### src/rtl/u8sd_pkg.sv
// u8sd_pkg: shared types and constants for the UTF-8 stream decoder.
// Holds the queue job format between the front and back ends.
// No dependencies.
package u8sd_pkg;

    localparam int BYTE_W     = 8;
    localparam int CP_W       = 21;
    localparam int CNT_W      = 3;
    localparam int REP_W      = 2;

    // decoded-job queue, depth must be a power of two
    localparam int QUEUE_DEPTH = 4;
    localparam int QUEUE_AW    = $clog2(QUEUE_DEPTH);
    localparam int QUEUE_CW    = $clog2(QUEUE_DEPTH + 1);

    // byte classes and code points
    localparam logic [CP_W-1:0]   REPL_CP    = 21'h00FFFD;
    localparam logic [BYTE_W-1:0] CONT_MASK  = 8'hC0;
    localparam logic [BYTE_W-1:0] CONT_TAG   = 8'h80;
    localparam logic [BYTE_W-1:0] LEAD2_MASK = 8'hE0;
    localparam logic [BYTE_W-1:0] LEAD2_TAG  = 8'hC0;
    localparam logic [BYTE_W-1:0] LEAD3_MASK = 8'hF0;
    localparam logic [BYTE_W-1:0] LEAD3_TAG  = 8'hE0;
    localparam logic [BYTE_W-1:0] LEAD4_MASK = 8'hF8;
    localparam logic [BYTE_W-1:0] LEAD4_TAG  = 8'hF0;

    // sequence lengths
    localparam logic [CNT_W-1:0] LEN_END  = 3'd0;
    localparam logic [CNT_W-1:0] LEN_ONE  = 3'd1;
    localparam logic [CNT_W-1:0] LEN_TWO  = 3'd2;
    localparam logic [CNT_W-1:0] LEN_THREE = 3'd3;
    localparam logic [CNT_W-1:0] LEN_FOUR = 3'd4;

    // one classified input byte: rep replacement results, then an optional tail
    typedef struct packed {
        logic [REP_W-1:0] rep;
        logic             tail_vld;
        logic [CP_W-1:0]  tail_cp;
        logic [CNT_W-1:0] tail_cnt;
    } t_job;

endpackage

### src/rtl/u8sd_front.sv
// u8sd_front: accepts bytes, tracks the open UTF-8 sequence and classifies
// each byte into a job for the back end. Depends on u8sd_pkg.
module u8sd_front import u8sd_pkg::*; (
    input  logic              i_clk,
    input  logic              i_rst_n,
    input  logic              i_accept,
    input  logic [BYTE_W-1:0] i_byte,
    output logic              o_job_we,
    output t_job              o_job
);

    logic [CP_W-1:0]  r_partial, n_partial;
    logic [CNT_W-1:0] r_exp, n_exp;
    logic [REP_W-1:0] r_taken, n_taken;

    // lead decode of the incoming byte
    logic             lead_tail;
    logic [CP_W-1:0]  lead_cp;
    logic [CNT_W-1:0] lead_cnt;
    logic             lead_open;
    logic [CNT_W-1:0] lead_exp;
    logic [CP_W-1:0]  lead_part;

    always_comb begin
        lead_tail = 1'b1;
        lead_cp   = REPL_CP;
        lead_cnt  = LEN_ONE;
        lead_open = 1'b0;
        lead_exp  = LEN_END;
        lead_part = '0;
        if (i_byte == '0) begin
            lead_cp  = '0;
            lead_cnt = LEN_END;
        end else if (!i_byte[BYTE_W-1]) begin
            lead_cp = CP_W'(i_byte);
        end else if ((i_byte & LEAD2_MASK) == LEAD2_TAG) begin
            lead_tail = 1'b0;
            lead_open = 1'b1;
            lead_exp  = LEN_TWO;
            lead_part = CP_W'(i_byte[4:0]);
        end else if ((i_byte & LEAD3_MASK) == LEAD3_TAG) begin
            lead_tail = 1'b0;
            lead_open = 1'b1;
            lead_exp  = LEN_THREE;
            lead_part = CP_W'(i_byte[3:0]);
        end else if ((i_byte & LEAD4_MASK) == LEAD4_TAG) begin
            lead_tail = 1'b0;
            lead_open = 1'b1;
            lead_exp  = LEN_FOUR;
            lead_part = CP_W'(i_byte[2:0]);
        end
    end

    // sequence tracking and job build
    logic             is_cont;
    logic [CP_W-1:0]  shifted;
    logic [REP_W-1:0] taken_inc;

    assign is_cont   = (i_byte & CONT_MASK) == CONT_TAG;
    assign shifted   = {r_partial[CP_W-7:0], i_byte[5:0]};
    assign taken_inc = r_taken + 2'd1;

    always_comb begin
        n_partial      = r_partial;
        n_exp          = r_exp;
        n_taken        = r_taken;
        o_job.rep      = '0;
        o_job.tail_vld = lead_tail;
        o_job.tail_cp  = lead_cp;
        o_job.tail_cnt = lead_cnt;
        if (r_exp == LEN_END || !is_cont) begin
            // no sequence open, or an open one broken by a non-continuation
            if (r_exp != LEN_END) begin
                o_job.rep = r_taken;
            end
            n_partial = lead_part;
            n_exp     = lead_exp;
            n_taken   = lead_open ? REP_W'(1) : '0;
        end else begin
            // continuation byte appends six bits
            n_partial      = shifted;
            n_taken        = taken_inc;
            o_job.tail_vld = 1'b0;
            o_job.tail_cp  = shifted;
            o_job.tail_cnt = r_exp;
            if (taken_inc == '0 || {1'b0, taken_inc} >= r_exp) begin
                o_job.tail_vld = 1'b1;
                n_partial      = '0;
                n_exp          = LEN_END;
                n_taken        = '0;
            end
        end
    end

    assign o_job_we = i_accept && (o_job.rep != '0 || o_job.tail_vld);

    always_ff @(posedge i_clk) begin
        if (!i_rst_n) begin
            r_partial <= '0;
            r_exp     <= LEN_END;
            r_taken   <= '0;
        end else if (i_accept) begin
            r_partial <= n_partial;
            r_exp     <= n_exp;
            r_taken   <= n_taken;
        end
    end

    // no sequence open means nothing taken; an open one has its lead
    a_idle_taken: assert property (@(posedge i_clk) disable iff (!i_rst_n)
        (r_exp == LEN_END) |-> (r_taken == '0))
        else $error("front: bytes counted with no sequence open");

    a_open_taken: assert property (@(posedge i_clk) disable iff (!i_rst_n)
        (r_exp != LEN_END) |-> (r_taken != '0 && {1'b0, r_taken} < r_exp
                                && r_exp != LEN_ONE))
        else $error("front: open sequence count out of range");

endmodule

### src/rtl/u8sd_queue.sv
// u8sd_queue: short job queue between the front and back ends.
// Register array with read and write pointers. Depends on u8sd_pkg.
module u8sd_queue import u8sd_pkg::*; (
    input  logic i_clk,
    input  logic i_rst_n,
    input  logic i_push,
    input  t_job i_job,
    output logic o_full,
    input  logic i_pop,
    output t_job o_job,
    output logic o_empty
);

    t_job                r_mem [QUEUE_DEPTH];
    logic [QUEUE_AW-1:0] r_wr_ptr;
    logic [QUEUE_AW-1:0] r_rd_ptr;
    logic [QUEUE_CW-1:0] r_cnt;

    assign o_full  = r_cnt == QUEUE_CW'(QUEUE_DEPTH);
    assign o_empty = r_cnt == '0;
    assign o_job   = r_mem[r_rd_ptr];

    // entry storage
    always_ff @(posedge i_clk) begin
        if (i_push) begin
            r_mem[r_wr_ptr] <= i_job;
        end
    end

    // pointers and fill count
    always_ff @(posedge i_clk) begin
        if (!i_rst_n) begin
            r_wr_ptr <= '0;
            r_rd_ptr <= '0;
            r_cnt    <= '0;
        end else begin
            if (i_push) r_wr_ptr <= r_wr_ptr + QUEUE_AW'(1);
            if (i_pop)  r_rd_ptr <= r_rd_ptr + QUEUE_AW'(1);
            if (i_push && !i_pop)      r_cnt <= r_cnt + QUEUE_CW'(1);
            else if (i_pop && !i_push) r_cnt <= r_cnt - QUEUE_CW'(1);
        end
    end

    a_no_overflow: assert property (@(posedge i_clk) disable iff (!i_rst_n)
        !(i_push && o_full))
        else $error("queue: push while full");

    a_no_underflow: assert property (@(posedge i_clk) disable iff (!i_rst_n)
        !(i_pop && o_empty))
        else $error("queue: pop while empty");

endmodule

### src/rtl/u8sd_back.sv
// u8sd_back: expands queued jobs into result items, one per cycle while the
// receiver keeps popping, into an output register. Depends on u8sd_pkg.
module u8sd_back import u8sd_pkg::*; (
    input  logic             i_clk,
    input  logic             i_rst_n,
    input  t_job             i_job,
    input  logic             i_q_empty,
    output logic             o_q_pop,
    input  logic             i_pop,
    output logic             o_empty,
    output logic [CP_W-1:0]  o_code_point,
    output logic [CNT_W-1:0] o_byte_count,
    output logic             o_last
);

    logic             r_out_vld;
    logic [CP_W-1:0]  r_cp;
    logic [CNT_W-1:0] r_cnt;
    logic             r_last;
    logic [REP_W-1:0] r_idx;

    logic             load;
    logic             rep_done;
    logic [CP_W-1:0]  cur_cp;
    logic [CNT_W-1:0] cur_cnt;
    logic             cur_last;

    // pick the next result of the head job
    assign rep_done = r_idx == i_job.rep;
    always_comb begin
        if (rep_done) begin
            cur_cp   = i_job.tail_cp;
            cur_cnt  = i_job.tail_cnt;
            cur_last = 1'b1;
        end else begin
            cur_cp   = REPL_CP;
            cur_cnt  = LEN_ONE;
            cur_last = (r_idx == i_job.rep - REP_W'(1)) && !i_job.tail_vld;
        end
    end

    assign load    = !i_q_empty && (!r_out_vld || i_pop);
    assign o_q_pop = load && cur_last;

    // job position counter
    always_ff @(posedge i_clk) begin
        if (!i_rst_n) begin
            r_idx <= '0;
        end else if (load) begin
            r_idx <= cur_last ? '0 : r_idx + REP_W'(1);
        end
    end

    // output register
    always_ff @(posedge i_clk) begin
        if (!i_rst_n) begin
            r_out_vld <= 1'b0;
        end else if (load) begin
            r_out_vld <= 1'b1;
        end else if (i_pop) begin
            r_out_vld <= 1'b0;
        end
    end

    always_ff @(posedge i_clk) begin
        if (load) begin
            r_cp   <= cur_cp;
            r_cnt  <= cur_cnt;
            r_last <= cur_last;
        end
    end

    assign o_empty      = !r_out_vld;
    assign o_code_point = r_cp;
    assign o_byte_count = r_cnt;
    assign o_last       = r_last;

    // a job part way through stays at the head of the queue
    a_rest_queued: assert property (@(posedge i_clk) disable iff (!i_rst_n)
        (r_out_vld && !r_last) |-> !i_q_empty)
        else $error("back: job tail missing after non-final result");

    a_idx_queued: assert property (@(posedge i_clk) disable iff (!i_rst_n)
        (r_idx != '0) |-> (!i_q_empty && r_idx <= i_job.rep))
        else $error("back: job position beyond head job");

endmodule

### src/rtl/utf8_stream_decoder.sv
// utf8_stream_decoder: top level of the streaming UTF-8 decoder.
// Instantiates u8sd_front, u8sd_queue and u8sd_back; uses u8sd_pkg.
//
// Usage:
//   Input queue port: drive i_byte_in and raise i_push; the byte is taken
//   at a clock edge where i_push is high and o_full is low.
//   Result queue port: while o_empty is low, o_code_point, o_byte_count
//   and o_last show the oldest result; it is taken at an edge where i_pop
//   is high. o_last marks the final result caused by one input byte.
//   Lead bytes that open a sequence produce no result of their own.
// Path: a completing byte writes its job into the job queue as it is
//   taken; the back end then loads the result into the output register.
// Throughput: one byte per cycle while each byte yields at most one
//   result and results are popped. A broken sequence yields up to four
//   results, emitted one per cycle while popped; the four-entry job queue
//   absorbs such bursts and o_full rises only once it fills.
// Reset (synchronous, i_rst_n low): no sequence open, queue and output
//   register empty.
// Receiver stall: the output holds until popped; the queue keeps taking
//   bytes until it is full.
module utf8_stream_decoder import u8sd_pkg::*; (
    input  logic             i_clk,
    input  logic             i_rst_n,
    input  logic             i_push,
    output logic             o_full,
    input  logic [BYTE_W-1:0] i_byte_in,
    output logic             o_empty,
    input  logic             i_pop,
    output logic [CP_W-1:0]  o_code_point,
    output logic [CNT_W-1:0] o_byte_count,
    output logic             o_last
);

    logic accept;
    logic job_we;
    t_job front_job;
    t_job head_job;
    logic q_empty;
    logic q_pop;

    assign accept = i_push && !o_full;

    u8sd_front u_front (
        .i_clk    (i_clk),
        .i_rst_n  (i_rst_n),
        .i_accept (accept),
        .i_byte   (i_byte_in),
        .o_job_we (job_we),
        .o_job    (front_job)
    );

    u8sd_queue u_queue (
        .i_clk   (i_clk),
        .i_rst_n (i_rst_n),
        .i_push  (job_we),
        .i_job   (front_job),
        .o_full  (o_full),
        .i_pop   (q_pop),
        .o_job   (head_job),
        .o_empty (q_empty)
    );

    u8sd_back u_back (
        .i_clk        (i_clk),
        .i_rst_n      (i_rst_n),
        .i_job        (head_job),
        .i_q_empty    (q_empty),
        .o_q_pop      (q_pop),
        .i_pop        (i_pop),
        .o_empty      (o_empty),
        .o_code_point (o_code_point),
        .o_byte_count (o_byte_count),
        .o_last       (o_last)
    );

endmodule
### config.mk
export PLATFORM = sky130hd
export DESIGN_NAME = utf8_stream_decoder
export DESIGN_NICKNAME = d
export VERILOG_FILES = /design/src/rtl/u8sd_pkg.sv /design/src/rtl/u8sd_front.sv /design/src/rtl/u8sd_queue.sv /design/src/rtl/u8sd_back.sv /design/src/rtl/utf8_stream_decoder.sv
export SDC_FILE = /design/constraint.sdc
export NUM_CORES = 1
export LEC_CHECK = 0
export BUFFER_PORTS_ARGS = -buffer_cell sky130_fd_sc_hd__buf_2
export CAP_MARGIN = 10
export CORE_MARGIN = 4
export CORE_UTILIZATION = 50
export CTS_CLUSTER_DIAMETER = 40
export DETAILED_ROUTE_END_ITERATION = 16
export HOLD_SLACK_MARGIN = 0.1
export PLACE_DENSITY = 0.74
export SLEW_MARGIN = 0
export SYNTH_ARGS = -nofsm -noshare
export SYNTH_HDL_FRONTEND = slang
export SYNTH_HIERARCHICAL = 1
export SYNTH_SLANG_ARGS = --single-unit
### constraint.sdc
create_clock -name i_clk -period 6.27 [get_ports i_clk]
set_clock_uncertainty 0.15 [all_clocks]
set_input_delay 1.254 -clock i_clk [delete_from_list [all_inputs] [get_ports i_clk]]
set_output_delay 1.254 -clock i_clk [all_outputs]
set_load 0.1 [all_outputs]
==> impl_metrics.toml <==
[timing]
rsz0062_at_grt = "false"
slew_violations = 0
hold_viol = 0
period_needed_ps = 4507
period_share_pct = 71.88
fmaxAchievable_ghz = 0.2219
relSlewSlack_pct = 23.30
setup_viol = 0
finalSetupTns_ps = 0
worst-slew-pin-transition_ps = 1147
fin_ws_ps = 1763

[hold_path]
hp-start = "u_front/r_exp[1]"
holdCritPathClass = "reg2reg"

[critical_path]
path_max_fanout = 15
r2r_setup_slack_ps = 1760
path_delay_family = "compound AO/OA/AOI/OAI gates"
cp_num_cells = 12
cp.required_ps = 6460
critPathArrivalTime_ps = 4690
r2r_start = "u_front/r_taken[0]"
start_kind = "register"
timing.critical_path.mode_cell = "ha_1"
max_stage_delay_ps = 850
crit_buf_inv = 1
path_class = "reg2reg"
crit_slowest_cell = "a211oi_2"
cp_cell_sequence = "ha_1 > ha_1 > nor2_1 > a211oi_2 > o21ai_2 > a21boi_0 > ha_1 > inv_1 > fa_1 > xor2_1 > or3_1 > a21boi_0"
worstSetupStartpoint = "u_front/r_taken[0]"
r2r-end = "u_queue/r_cnt[2]"
endpoint = "u_queue/r_cnt[2]"
r2r_cells = 12
cp-end-kind = "register"

[synthesis]
syn-instance-count = 422
synth_ff_type = "edfxtp_1"
synth-async-reset-ratio_pct = 0
synth-seq-area-share_pct = 68.29
synth_cell_types = 50
synth_top_area_share_pct = 58.85
avgSynthCellArea_sq_um = 16.08
syn_nets = 443
yosys-top-cells-area = "edfxtp_1, dfxtp_1, mux4_2"
ys_seq_elements = 165
synth-edff-count = 133
yosysTopAreaCell = "edfxtp_1"
syn_area_sq_um = 6787
ys.warnings.count = 6

[cts]
htreeDepth = 4
post_cts_buffers = 0
cts-root-buf = "clkbuf_16"
tritoncts = "built"
cts-resized-gates = 0
cts.sinks = 165
cts_buffers = 17
cts_max_path_buffers = 2
clk_latency_ps = 420
cts.clk_slew.worst_paths_ps = 60
postCtsHoldBufs = 0

[pwr]
total_leakage_power_nw = 2.576
peakVddDrop_uv = 240.1
power_mw = 3.586
power.density_nw_per_um2 = 467.9

[placed_design]
portBuffers = 38
finalWeightedCongestion = 0.8468
hpwlAfterDp_mm = 7.779
dp_slack_ps = 1646
dp.cells = 622

[detailed_routing]
drt_iter0_drc = 376
drt_pass1_iterations = 4
viasPerCell = 5.607
wl_per_cell_microns = 18.80
ant_nets = 0
vias = 3667
routed_wl_mm = 12.29
drc = 0

[floorplan]
die_x_microns = 124.5
design.core.area_sq_um = 13240
die-area_sq_um = 15500
die_h_microns = 124.5
rows = 42
start_util_pct = 51.25
io_pins = 39

[global_route]
grt_overflow = 0
grt_pass1_wl_mm = 19.55
grt_usage_pct = 16.46
grt_start_max_net_pins = 34
antenna_found_initial = 0
grt_pass1_vias = 3659

[outcome]
status = "complete, no violations"

[finish]
syn_to_final_growth_pct = 12.92
fin_cells = 654
insertedDiodeCount = 0
final_nets = 486
drive_above_1_share_pct = 23.43

[run]
drv_cap = 0
[worst min-delay path, stage by stage, from the launching register on]
cell     delay [ps]
dfxtp_1         340
nand2_1          70
mux2i_1          60
[per-layer routing]
layer	wire [microns]	track usage (%)
met1	5160	20.82
met2	6220	27.13
met3	611	4.245
met4	299	6.834
met5	0	0
[sequential cells by signal (all words and copies together) (netlist names), named ones only]
| name | cells |
|---|---|
| u_front/r_exp | 3 |
| u_front/r_taken | 2 |
| u_back/o_last | 1 |
| u_queue/r_rd_ptr | 2 |
| u_queue/r_mem | 108 |
| u_queue/r_cnt | 3 |
| u_back/r_out_vld | 1 |
| u_back/o_code_point | 21 |
| u_queue/r_wr_ptr | 2 |
| u_back/r_idx | 2 |
| u_front/r_partial | 15 |
| u_back/o_byte_count | 3 |
[cells in the final DEF, fill, tap and decap left out, drive strengths merged, types with 5 or more instances in the layout]
cell / synthesis / final
nor2: 16 / 16
ha: 8 / 8
xor2: 5 / 5
nor2b: 7 / 7
clkbuf: 9 / 19
nand2: 28 / 28
inv: 19 / 20
o21ai: 12 / 12
buf: 12 / 45
clkinv: 0 / 6
or3: 20 / 20
nand2b: 6 / 6
mux4: 27 / 27
mux2i: 6 / 6
edfxtp: 133 / 133
o32ai: 11 / 11
and2: 31 / 31
dfxtp: 32 / 32
[worst min path at each step]
stage / cells past startpoint / slack (ps) / endpoint
after floorplan: 2 / 300 / u_front/r_partial[3]
after global placement: 2 / 330 / u_front/r_exp[1]
after detailed placement: 1 / 360 / u_front/r_partial[2]
after CTS: 2 / 370 / u_front/r_exp[1]
after global routing: 1 / 390 / u_front/r_partial[2]
final: 2 / 370 / u_front/r_exp[1]
[cells in the mapped netlist (2+ instances only)]
master / count
a21boi_0: 2
a21oi_1: 4
a2bb2oi_1: 2
a32o_1: 3
and2_1: 31
buf_12: 2
buf_2: 5
buf_6: 3
clkbuf_1: 9
dfxtp_1: 32
edfxtp_1: 133
ha_1: 8
inv_1: 19
mux2i_1: 6
mux4_1: 7
mux4_2: 20
nand2_1: 28
nand2b_1: 5
nand3b_1: 2
nand4_1: 3
nor2_1: 16
nor2b_1: 6
nor3_1: 4
nor4_1: 2
o211a_1: 2
o21ai_0: 10
o21ai_2: 2
o32ai_1: 11
or3_1: 14
or3_2: 6
xnor2_1: 3
xor2_1: 4
[report_power, final]
part	internal, mW	switching (mW)	total, mW
clock network	0.583	0.397	0.980
registers	1.39	0.0501	1.44
logic	0.265	0.904	1.17
[cell type report]
class / instances / area (sq um)
Tap cell: 176 / 220.2
Multi-Input combinational cell: 217 / 1928
Inverter: 19 / 71.32
Clock inverter: 13 / 133.9
Clock buffer: 19 / 432.9
Sequential cell: 165 / 4634
Fill cell: 1009 / 5579
Timing Repair Buffer: 45 / 242.7
[stage by stage]
step | utilization, % | hold slack, ps | area [sq um]
finish | 57.87 | 368.1 | 7664
global route | 57.87 | 392.9 | 7664
CTS | 57.87 | 365.8 | 7664
detailed placement | 53.59 | 356.7 | 7097
global placement | 53.59 | 334.0 | 7097
floorplan | - | 296.5 | 6787
[cell families after synthesis]
logic type / count (synthesis) / synth area share (%)
AOI/OAI and AO/OA: 43 / 5.015
xor gates and xnor gates: 8 / 1.143
adders and majority gates: 9 / 1.770
buffers and inverters: 40 / 3.337
DFF: 165 / 68.29
muxes: 34 / 10.40
and+or+nand+nor: 123 / 10.05
Power figures use the tool's default switching activity.
